--- src/hw/rtl/msrs_pkg.sv ---
// Package for the month/id ordered record store.
// Holds the transaction structs, operation and status codes, and the
// record entry type. No dependencies.
`default_nettype none

package msrs_pkg;

    localparam int MONTH_W = 4;
    localparam int ID_W    = 31;
    localparam int TAG_W   = 16;
    localparam int RANK_W  = 10;
    localparam int COUNT_W = 11;
    localparam int KEY_W   = MONTH_W + ID_W;

    // Operation codes
    localparam logic [1:0] OP_LOAD  = 2'd0;
    localparam logic [1:0] OP_FETCH = 2'd1;
    localparam logic [1:0] OP_CLEAR = 2'd2;

    // Status codes
    localparam logic [1:0] ST_OK    = 2'd0;
    localparam logic [1:0] ST_FULL  = 2'd1;
    localparam logic [1:0] ST_RANGE = 2'd2;

    typedef struct packed {
        logic [1:0]         operation;
        logic [MONTH_W-1:0] month;
        logic [ID_W-1:0]    record_id;
        logic [TAG_W-1:0]   tag;
        logic [RANK_W-1:0]  rank;
    } cmd_t;

    typedef struct packed {
        logic [1:0]          status;
        logic [MONTH_W-1:0]  out_month;
        logic [ID_W-1:0]     out_id;
        logic [TAG_W-1:0]    out_tag;
        logic [COUNT_W-1:0]  stored_count;
    } result_t;

    typedef struct packed {
        logic [MONTH_W-1:0] month;
        logic [ID_W-1:0]    record_id;
        logic [TAG_W-1:0]   tag;
    } entry_t;

    localparam int ENTRY_W = $bits(entry_t);

endpackage

`default_nettype wire

--- src/hw/rtl/msrs_cmp.sv ---
// Shared key compare unit: true when the stored entry sorts at or before
// the new entry (month first, then id). Depends on msrs_pkg.
`default_nettype none

module msrs_cmp (
    input  wire msrs_pkg::entry_t stored,
    input  wire msrs_pkg::entry_t fresh,
    output logic                  le
);
    import msrs_pkg::*;

    logic [KEY_W-1:0] stored_key;
    logic [KEY_W-1:0] fresh_key;

    // Month is the high part of the key, so one unsigned compare covers both
    assign stored_key = {stored.month, stored.record_id};
    assign fresh_key  = {fresh.month, fresh.record_id};
    assign le         = (stored_key <= fresh_key);

endmodule

`default_nettype wire

--- config.mk ---
export PLATFORM = sky130hd
export DESIGN_NAME = msrs_cmp
export DESIGN_NICKNAME = d
export VERILOG_FILES = /design/src/hw/rtl/msrs_pkg.sv /design/src/hw/rtl/msrs_cmp.sv
export SDC_FILE = /design/constraint.sdc
export NUM_CORES = 1
export LEC_CHECK = 0
export BUFFER_PORTS_ARGS = -buffer_cell sky130_fd_sc_hd__buf_4
export CELL_PAD_IN_SITES_DETAIL_PLACEMENT = 1
export CELL_PAD_IN_SITES_GLOBAL_PLACEMENT = 2
export CORE_MARGIN = 2
export CORE_UTILIZATION = 15
export DETAILED_ROUTE_END_ITERATION = 8
export PLACE_DENSITY = 0.79
export SYNTH_ARGS = -nofsm -noshare
export SYNTH_HDL_FRONTEND = slang
export SYNTH_SLANG_ARGS = --single-unit
export TNS_END_PERCENT = 1
--- constraint.sdc ---
create_clock -name vclk -period 1.7
set_clock_uncertainty 0.1 [all_clocks]
set_input_delay 0.085 -clock vclk [all_inputs]
set_output_delay 0.085 -clock vclk [all_outputs]
set_load 0.01 [all_outputs]
### Yosys cells after proc, flatten, opt, wreduce, memory -nomap -nowiden

Cells that the tools add are included.

* bits in registers: 0
* input bits: 102
* output and inout port bits: 1
* word-level logic and storage cells: 1

* $lt $le $gt $ge: 1

Operators by type and width (number)
* 35-bit less-or-equal comparator: 1

### Depth between registers and ports, before layout

* word-level depth: 1
* mapped depth: 8
* mapped depth without buffers: 8

### Least setup slack after synthesis

OpenSTA, ideal clock, no wires.

* path type: input port to output port
* from: input fresh[32] (netlist bit)
* to: output le
* arrival time: 1470 ps
* required time: 1515 ps
* setup slack: 45 ps
* stages on the path: 7
* path buffers: 0
* cells stage by stage: inv_1 ha_1 a21o_1 a21o_1 a221o_1 o31a_1 o21ai_2

* cells in the longest elaborated chain, start to end: 1

RTL lines
* start: declaration: line msrs_cmp.sv:7 `input wire msrs_pkg::entry_t fresh,`
* 35-bit less-or-equal comparator: line msrs_cmp.sv:18 `assign le = (stored_key <= fresh_key);`
* end: declaration: line msrs_cmp.sv:8 `output logic le`

Every way passes these cells.

### Worst setup path after layout

Ends and elaborated chain as after synthesis.

==> results.py <==
metrics = {
    "run_status": {
        "status": "finished with violations",
        "violations": "negative setup slack",
    },
    "layout": {
        "postLayoutCoreUtil": 0.294,
        "numSequentialCells": 0,
        "drive_above_1_share": 0.488,
        "seqCellArea_sq_um": 0,
        "post-route-cell-area_sq_mm": 0.00171,
        "nets": 340,
        "diodes": 0,
        "syn_to_final_growth_pct": 92.9,
        "n_clock_buffer": 0,
    },
    "floorplanning": {
        "ios": 103,
        "coreArea_sq_mm": 0.00582,
        "start_util": 0.153,
        "fp.dieW_um": 80.9,
        "die_h_um": 80.9,
        "die_area_sq_mm": 0.00654,
        "num_rows": 28,
    },
    "placement": {
        "gp_congestion": 0.658,
        "dp_slack_ns": -0.304,
        "dp_hpwl_mm": 2.59,
        "port_buffers": 71,
        "place_area_sq_mm": 0.00158,
    },
    "yosys": {
        "synth_area_leaders": "ha_1 49%, inv_1 15%, a21oi_1 7.3%",
        "synthesis.area_sq_um": 887,
        "netlist_instances": 121,
        "synth_top_area_frac": 0.494,
        "syn_avg_cell_area_sq_um": 7.33,
        "ys_warn_count": 0,
        "ys_seq_area_frac": 0,
        "synth_area_leader_cell": "ha_1",
        "syn-num-nets": 258,
        "yosysUniqueCellTypes": 21,
    },
    "power_and_ir_drop": {
        "p_leak_nw": 0.996,
        "peakVddDrop_v": 0.0000688,
        "power_density_mw_per_mm2": 216,
    },
    "worst_setup_path": {
        "critPathLaunchType": "input port",
        "worstPathArrival_ns": 1.60,
        "crit_buf_inv": 3,
        "critPathMaxFanout": 2,
        "max_stage_delay_ns": 0.31,
        "cp-endpoint": "le",
        "endpoint_kind": "primary output",
        "crit_type": "input port to primary output",
        "cp_cell_sequence": "buf_6 -> inv_4 -> ha_4 -> a21o_1 -> a21o_1 -> a221o_1 -> o31a_1 -> o21ai_2 -> buf_4",
        "cp_top_family": "compound AO/OA/AOI/OAI gates",
        "cp_data_required_time_ns": 1.51,
        "critPathSlowestCell": "a221o_1",
        "cp-startpoint": "fresh[32]",
        "cpMostUsedCell": "a21o_1",
        "cp.depth": 9,
    },
    "drt": {
        "wl_mm": 2.75,
        "viasPerCell": 4.01,
        "ant_nets": 0,
        "via_count": 1106,
        "avgRoutedWirePerCell_um": 9.95,
        "drt_iter0_drc": 7,
        "first_pass_iters": 2,
        "drcViolationCount": 0,
    },
    "timing": {
        "fin_crit_ns": 1.79,
        "relSlewSlack": 0.818,
        "hold_slack_ns": 0.631,
        "worstMarginPinSlew_ns": 0.273,
        "final-hold-violation-count": 0,
        "fin_crit_sh": 1.05,
        "max_clock_freq_mhz": 560,
        "slew_viol_final": 0,
        "setup_slack_ns": -0.0854,
        "grt_setup_unrepaired": "true",
        "fin_setup_tns_ns": -0.0854,
        "setup_violations": 1,
    },
    "hold_path": {
        "hold_path.class": "input port to primary output",
        "hp-start": "stored[50]",
    },
    "global_route": {
        "grt_pass1_vias": 1126,
        "grt_pass1_wl_mm": 4.64,
        "grt_overflow": 0,
        "globalRouteTotalUtil": 0.0850,
        "grt_max_degree": 4,
        "antenna_found_initial": 0,
    },
    "flow_run": {
        "drv_cap": 0,
    },
    "clock_network": {
        "post-cts-setup-buffers": 0,
    },
}
## where the power goes
part	internal, mW	switching [mW]
clock	0	0
combinational	0.226	0.144
sequential	0	0
total	0.226	0.144
## synthesized netlist by cell type (2+ instances only)
cell type and count:
a21o_1 7, a21oi_1 13, and3_1 2, ha_1 35
inv_1 36, nand2_1 6, nand4_1 7, nor2_1 2
## per-layer routing
layer	part of all wire	vias up	wire length [um]	global-route usage
li1	-	584	-	-
met1	0.41	481	1130	0.108
met2	0.51	41	1400	0.165
met3	0.081	0	223	0.00556
met4	0	0	0	0
met5	0	-	0	0
## timing repair
action,CTS,global route
setup endpoints to repair,1,1
pin swaps,20,2
hold buffers,0,0
resized for setup,22,2
hold endpoints to repair,0,0
## layout by cell type, fill, tap and decap left out, types with 2 or more instances in the layout
master | netlist | layout
inv_2 | 0 | 3
a21o_1 | 7 | 7
a21oi_1 | 13 | 10
ha_4 | 0 | 6
buf_6 | 0 | 4
nand2_1 | 6 | 6
nor2_1 | 2 | 2
a21oi_2 | 0 | 3
ha_1 | 35 | 29
nand4_1 | 7 | 7
o21ai_1 | 1 | 2
inv_1 | 36 | 32
buf_4 | 0 | 76
## final cells by class
| cell class | instances | area [sq um] |
|---|---|---|
| fill | 719 | 4100 |
| multi-input combinational | 85 | 865 |
| timing repair buffer | 80 | 616 |
| inverter | 36 | 138 |
| tap | 75 | 93.8 |
## how the worst min path moves through the flow
stage,to,slack (ns),depth (start not counted)
2_1_floorplan,le,0.39,4
3_3_place_gp,le,0.67,6
3_5_place_dp,le,0.68,6
4_1_cts,le,0.65,6
5_1_grt,le,0.67,6
6_report,le,0.63,6
## cells by family after synthesis
group | synth area share
buffers and inverters | 0.152
AOI/OAI and AO/OA | 0.219
adders and majority gates | 0.494
and+or+nand+nor | 0.135
## per-stage QoR
step / std cells / total power, mW
detailed placement: 276 / 0.343
floorplan: 121 / 0.146
finish: 276 / 0.370
global route: 276 / 0.425
global placement: 276 / 0.334
CTS: 276 / 0.375
No activity file was read; power rests on OpenSTA's default activity.
