`config.mk`:
```
export PLATFORM = sky130hd
export DESIGN_NAME = msrs_ram
export DESIGN_NICKNAME = d
export VERILOG_FILES = /design/src/hw/rtl/msrs_ram.sv
export SDC_FILE = /design/constraint.sdc
export NUM_CORES = 1
export LEC_CHECK = 0
export ABC_AREA = 1
export BUFFER_PORTS_ARGS = -buffer_cell sky130_fd_sc_hd__buf_2
export CAP_MARGIN = 0
export CORE_AREA = 10 10 157 101
export DETAILED_ROUTE_END_ITERATION = 8
export DIE_AREA = 0 0 167 111
export RECOVER_POWER = 25
export SLEW_MARGIN = 20
export SYNTH_ARGS = -nofsm -noshare
export SYNTH_HDL_FRONTEND = slang
export SYNTH_SLANG_ARGS = --single-unit
```
`constraint.sdc`:
```
create_clock -name clk -period 1.5 [get_ports clk]
set_clock_uncertainty 0.15 [all_clocks]
set_input_delay 0.075 -clock clk [delete_from_list [all_inputs] [get_ports clk]]
set_output_delay 0.075 -clock clk [all_outputs]
set_load 0.01 [all_outputs]
```
`src/hw/rtl/msrs_ram.sv`:
```
// Generic single-write, single-read RAM with registered read data.
// No dependencies.
`default_nettype none

module msrs_ram #(
    parameter int WIDTH = 8,
    parameter int DEPTH = 16
) (
    input  wire logic                     clk,
    input  wire logic                     we,
    input  wire logic [$clog2(DEPTH)-1:0] waddr,
    input  wire logic [WIDTH-1:0]         wdata,
    input  wire logic                     re,
    input  wire logic [$clog2(DEPTH)-1:0] raddr,
    output logic      [WIDTH-1:0]         rdata
);

    logic [WIDTH-1:0] mem [DEPTH];

    // Write port
    always_ff @(posedge clk)
    begin
        if (we)
        begin
            mem[waddr] <= wdata;
        end
    end

    // Registered read port
    always_ff @(posedge clk)
    begin
        if (re)
        begin
            rdata <= mem[raddr];
        end
    end

endmodule

`default_nettype wire

```
After elaboration in Yosys (flattened, before gate mapping)
Memories as Yosys holds them, arrays and structs flattened. A register that Yosys moved wholly into a read port is not among the register bits.
Cells that the tools add are included.
{"block": "word_totals", "regBits": 0, "wordCells": 3, "output_inout_bits": 8, "ram_bits": 128, "memories": 1}
{"block": "classes", "n_mux": 2}
{"name": "mem", "depth": 16, "width": 8, "rd": 1, "rd_clocked_by_memory_dff": 1, "wr": 1, "line_no": "18", "text": "logic [WIDTH-1:0] mem [DEPTH];"}
{"cell": "1-bit two-way mux", "n": 2}

Longest topological paths before layout
{"block": "depth", "word_depth": 2, "depth_mapped": 8, "depth_no_buf": 7}

Least setup slack after synthesis
OpenSTA, ideal clock, no wires.
{"block": "synth_timing", "path_type": "input to register", "startpoint": "input waddr[2]", "endpoint": "memory mem[10][0], enable pin", "n_path_buf": 0, "t_required_ns": 0.980, "path_slack_ns": 0.324, "t_arrival_ns": 0.656, "path_stages": 2, "path_cell_list": "nand3b_1 > nor2_1"}
{"element": "from (decl)", "line_no": "11", "text": "input wire logic [$clog2(DEPTH)-1:0] waddr,"}
{"element": "to (decl)", "line_no": "18"}
No word-level cell before the write port.

==> results.md <==
- The run finished with clean final reports.
- The number of placed instances, taps included, is ~760.
- Traced cell by cell, the critical path runs through inv_1, nand2_1, nand3_1, nand3_1, nand3_1, nand2_1.
- The most numerous cell type found on the critical path is sky130_fd_sc_hd__nand3_1.
- The clock sink count is around 140.
- The area of combinational cells with multiple inputs is around 1200 um2.
- The clock edge transition at the registers on the reported setup and hold paths is 0.06 ns.
- At the pin with the least slew margin, the transition time is 0.675 ns.
- The fraction of final layout cells sized beyond drive strength 1 is between 10 and 15%.
- The post-detailed-route count of antenna-violating nets is 0.
- The largest vdd supply drop is roughly 590 uV.
- The DRC violation count after routing is 0.
- The wire length of the first global-routing pass is between 20000 and 25000 um.
- From bottom edge to top edge, the die measures roughly 110 um.
- The number of global-route vias before repair was roughly 3800.
- The overall track demand over capacity in global routing is 15.6%.
- For this run, the number of Yosys warnings is 0.
- The HPWL after detailed placement is 9380 um.
- In this run, distinct cell masters in the synthesized netlist total 11.
- The startpoint identified for the worst hold timing path is we.
- The number of failing hold endpoints at the final stage is 0.
- The depth of the most critical reg-to-reg path is 6.
- Based on the critical path, the design can be clocked at up to 751 MHz.
- The gate count of the mapped netlist is approximately 550.
- For this block, the routed nets add up to 14200 um of wire.
- Following the worst setup path forward leads to its endpoint at rdata[7]$_DFFE_PP_.
- The smallest hold slack is between 0.04 and 0.05 ns.
- Internal power comes to about 7 mW.
- The max-slew violation count is 0.
- The share of total power dissipated in the clock network is about 47%.
- The cell sitting at the root of the clock tree is a sky130_fd_sc_hd__clkbuf_16.
- The classification of the worst-slack hold path is input port to flop.
- The net total in the final layout is 631.
- TritonCTS built the clock tree.
- The flip-flop and latch area is about 4000 um2.
- Data on the critical path arrives at its endpoint at 1.35 ns.
- Counting the fill cells in the layout gives between 1000 and 1500.
- The routed layout has roughly 4000 vias.
- The path type of the worst setup path is flop to flop.
- The first element of the critical path is mem[1][7]$_DFFE_PP_.
- The max capacitance violation total is 0.
- The die boundary width is 167 um.
- The library cells used most frequently in the layout, excluding fill and tap cells, are 173 x sky130_fd_sc_hd__nand2_1, 136 x sky130_fd_sc_hd__edfxtp_1, 100 x sky130_fd_sc_hd__inv_1.
- The core footprint is roughly 13000 um2.
- In this run the tool buffered the top-level ports with 26 buffer cells.
- The number of antenna cells inserted is 0.
- The net switching power figure is about 1.9 mW.
- The initial antenna violation count is 0.
- In the finished design, the share of the clock period the worst path needs comes to about nine tenths.
- The leading cell type in the layout, fill and taps excluded is sky130_fd_sc_hd__nand2_1.
- Setup slack on the worst reg-to-reg path comes out at 0.17 ns.
- The pre-antenna-repair detailed-routing pass consisted of 6 iterations.
- Synthesis inferred 136 register bits.
- The average instance area after synthesis is ~11 um2.
- The deepest level of the CTS H-tree is 4.
- Of the total power, combinational logic draws 6.1%.
- At the end of routability-driven placement, the weighted congestion stood at around 0.94.
- The total clock buffers created by CTS is 17.
- The die covers 18500 um2.
- The stage delay of the slowest cell on the critical path is between 0.3 and 0.4 ns.
- The finished layout holds roughly 800 standard cells, fillers aside.
- The synthesized netlist net count is 570.
- The clock passes through at most 2 buffers.
- The total overflow left after global routing is 0.
- The clock period minus final worst setup slack is around 1.3 ns.
- The clock reaches the later pin of the worst-skew pair after about 0.42 ns.
- Headroom to the max-slew limit came out at between 50% and 60%.
- After the first detailed-routing iteration, the DRC count stood at slightly below 400.
- The area growth from synthesis to layout is 18.6%.
- Adding up every negative setup slack in the final design gives 0 ns.
- The endpoint of the lowest-slack register-to-register path is rdata[7]$_DFFE_PP_.
- The netlist area before placement is approximately 6000 um2.
- For this configuration, the core starts out at a cell density of 44.4%.
- The total power density per cell area is ~1300 nW/um2.
- The maximum fanout along the worst path is 1.
- The post-detailed-route wirelength per cell is between 15 and 20 um.
- Net switching is approximately a fifth of the power.
- The startpoint identified for the worst register-to-register timing path is mem[1][7]$_DFFE_PP_.
- STA classifies the critical path startpoint as a flop.
- The largest net degree at the start of global routing is 58.
- The worst setup path is captured at a flop.
- The count of final setup violators is 0.
- The number of placement rows is 33.
- For this run, the register share of the synthesized area comes to approximately 70%.
- On the critical path, the stage with the largest delay is an instance of sky130_fd_sc_hd__edfxtp_1.
- Setup repair after global routing left no endpoint under its margin.
- Registers are responsible for roughly 47% of the overall power.
- The per-cell via count in the routed design is ~5.
- The total I/O pin count is 27.
- In this run the static leakage power is 2.97 nW.
- The worst path required time is roughly 1.5 ns.
how the worst min path moves through the flow:
stage                          end  slack (ns)  cells after the start
2_1_floorplan  mem[0][0]$_DFFE_PP_        0.02                      0
3_3_place_gp    rdata[2]$_DFFE_PP_        0.29                      1
3_5_place_dp    rdata[2]$_DFFE_PP_        0.29                      1
4_1_cts        mem[6][3]$_DFFE_PP_        0.03                      3
5_1_grt        mem[6][3]$_DFFE_PP_        0.08                      3
6_report       mem[6][3]$_DFFE_PP_        0.04                      3
stage by stage:
| step | setup WS [ns] | power (mW) | util (%) | cell area (um2) |
|---|---|---|---|---|
| final | 0.169 | 9.10 | 52.6 | 6930 |
| after global placement | 0.0282 | 4.92 | 47.7 | 6280 |
| after detailed placement | 0.0293 | 4.93 | 47.7 | 6280 |
| after global routing | 0.0710 | 9.37 | 52.6 | 6930 |
| after floorplan | 0.324 | 4.69 | - | 5850 |
| after CTS | 0.182 | 9.16 | 52.9 | 6970 |
flip-flops by register name, indices dropped and copies added, names as in the netlist:
| name | count |
|---|---|
| rdata | 8 |
| mem | 128 |
logic make-up (layout without fill, tap and decap cells):
logic type | Yosys count | after routing | synth area share (%)
simple gates | 289 | 289 | 20.8
flops | 136 | 136 | 69.8
buf+inv | 126 | 199 | 9.39
worst max-delay path, delay by kind of cell (launching register included):
| kind | cells | cell delay [ns] |
|---|---|---|
| AND/OR/NAND/NOR | 5 | 0.52 |
| flip-flops | 1 | 0.36 |
| buffers and inverters | 1 | 0.07 |
cell usage after synthesis:
library cell	instances	area share, %
sky130_fd_sc_hd__buf_6	6	1.2
sky130_fd_sc_hd__edfxtp_1	136	70
sky130_fd_sc_hd__nor2_1	17	1.1
sky130_fd_sc_hd__inv_1	100	6.4
sky130_fd_sc_hd__nand2_1	173	11
sky130_fd_sc_hd__inv_2	2	0.13
sky130_fd_sc_hd__nand3b_1	2	0.26
sky130_fd_sc_hd__nand3_1	97	8.3
sky130_fd_sc_hd__buf_2	13	1.1
sky130_fd_sc_hd__buf_4	4	0.51
sky130_fd_sc_hd__buf_1	1	0.064
per-layer routing:
metal,GRT usage [%],routed length (um)
met1,22.8,6710
met2,21.2,5990
met3,4.99,1340
met4,5.07,196
met5,0,0
power groups by stage:
stage                     Combinational [mW]  Sequential [mW]  Clock (mW)
after floorplan                        0.300             4.39           0
after detailed placement               0.538             4.39           0
final                                  0.555             4.31        4.24
after global placement                 0.532             4.39           0
after global routing                   0.621             4.32        4.43
after CTS                              0.561             4.31        4.29
layout make-up:
type	instances	share of cell area (%)
timing repair buffer	66	6.37
sequential	136	58.9
tap	175	3.16
inverter	102	5.52
clock inverter	12	2.27
clock buffer	19	6.25
multi-input combinational	289	17.5
repair_timing:
item,in CTS,in global routing
gates resized for setup,0,0
endpoints found under the hold margin,137,0
hold buffers,10,0
buffers inserted,0,0
No activity file was read; power rests on OpenSTA's default activity.
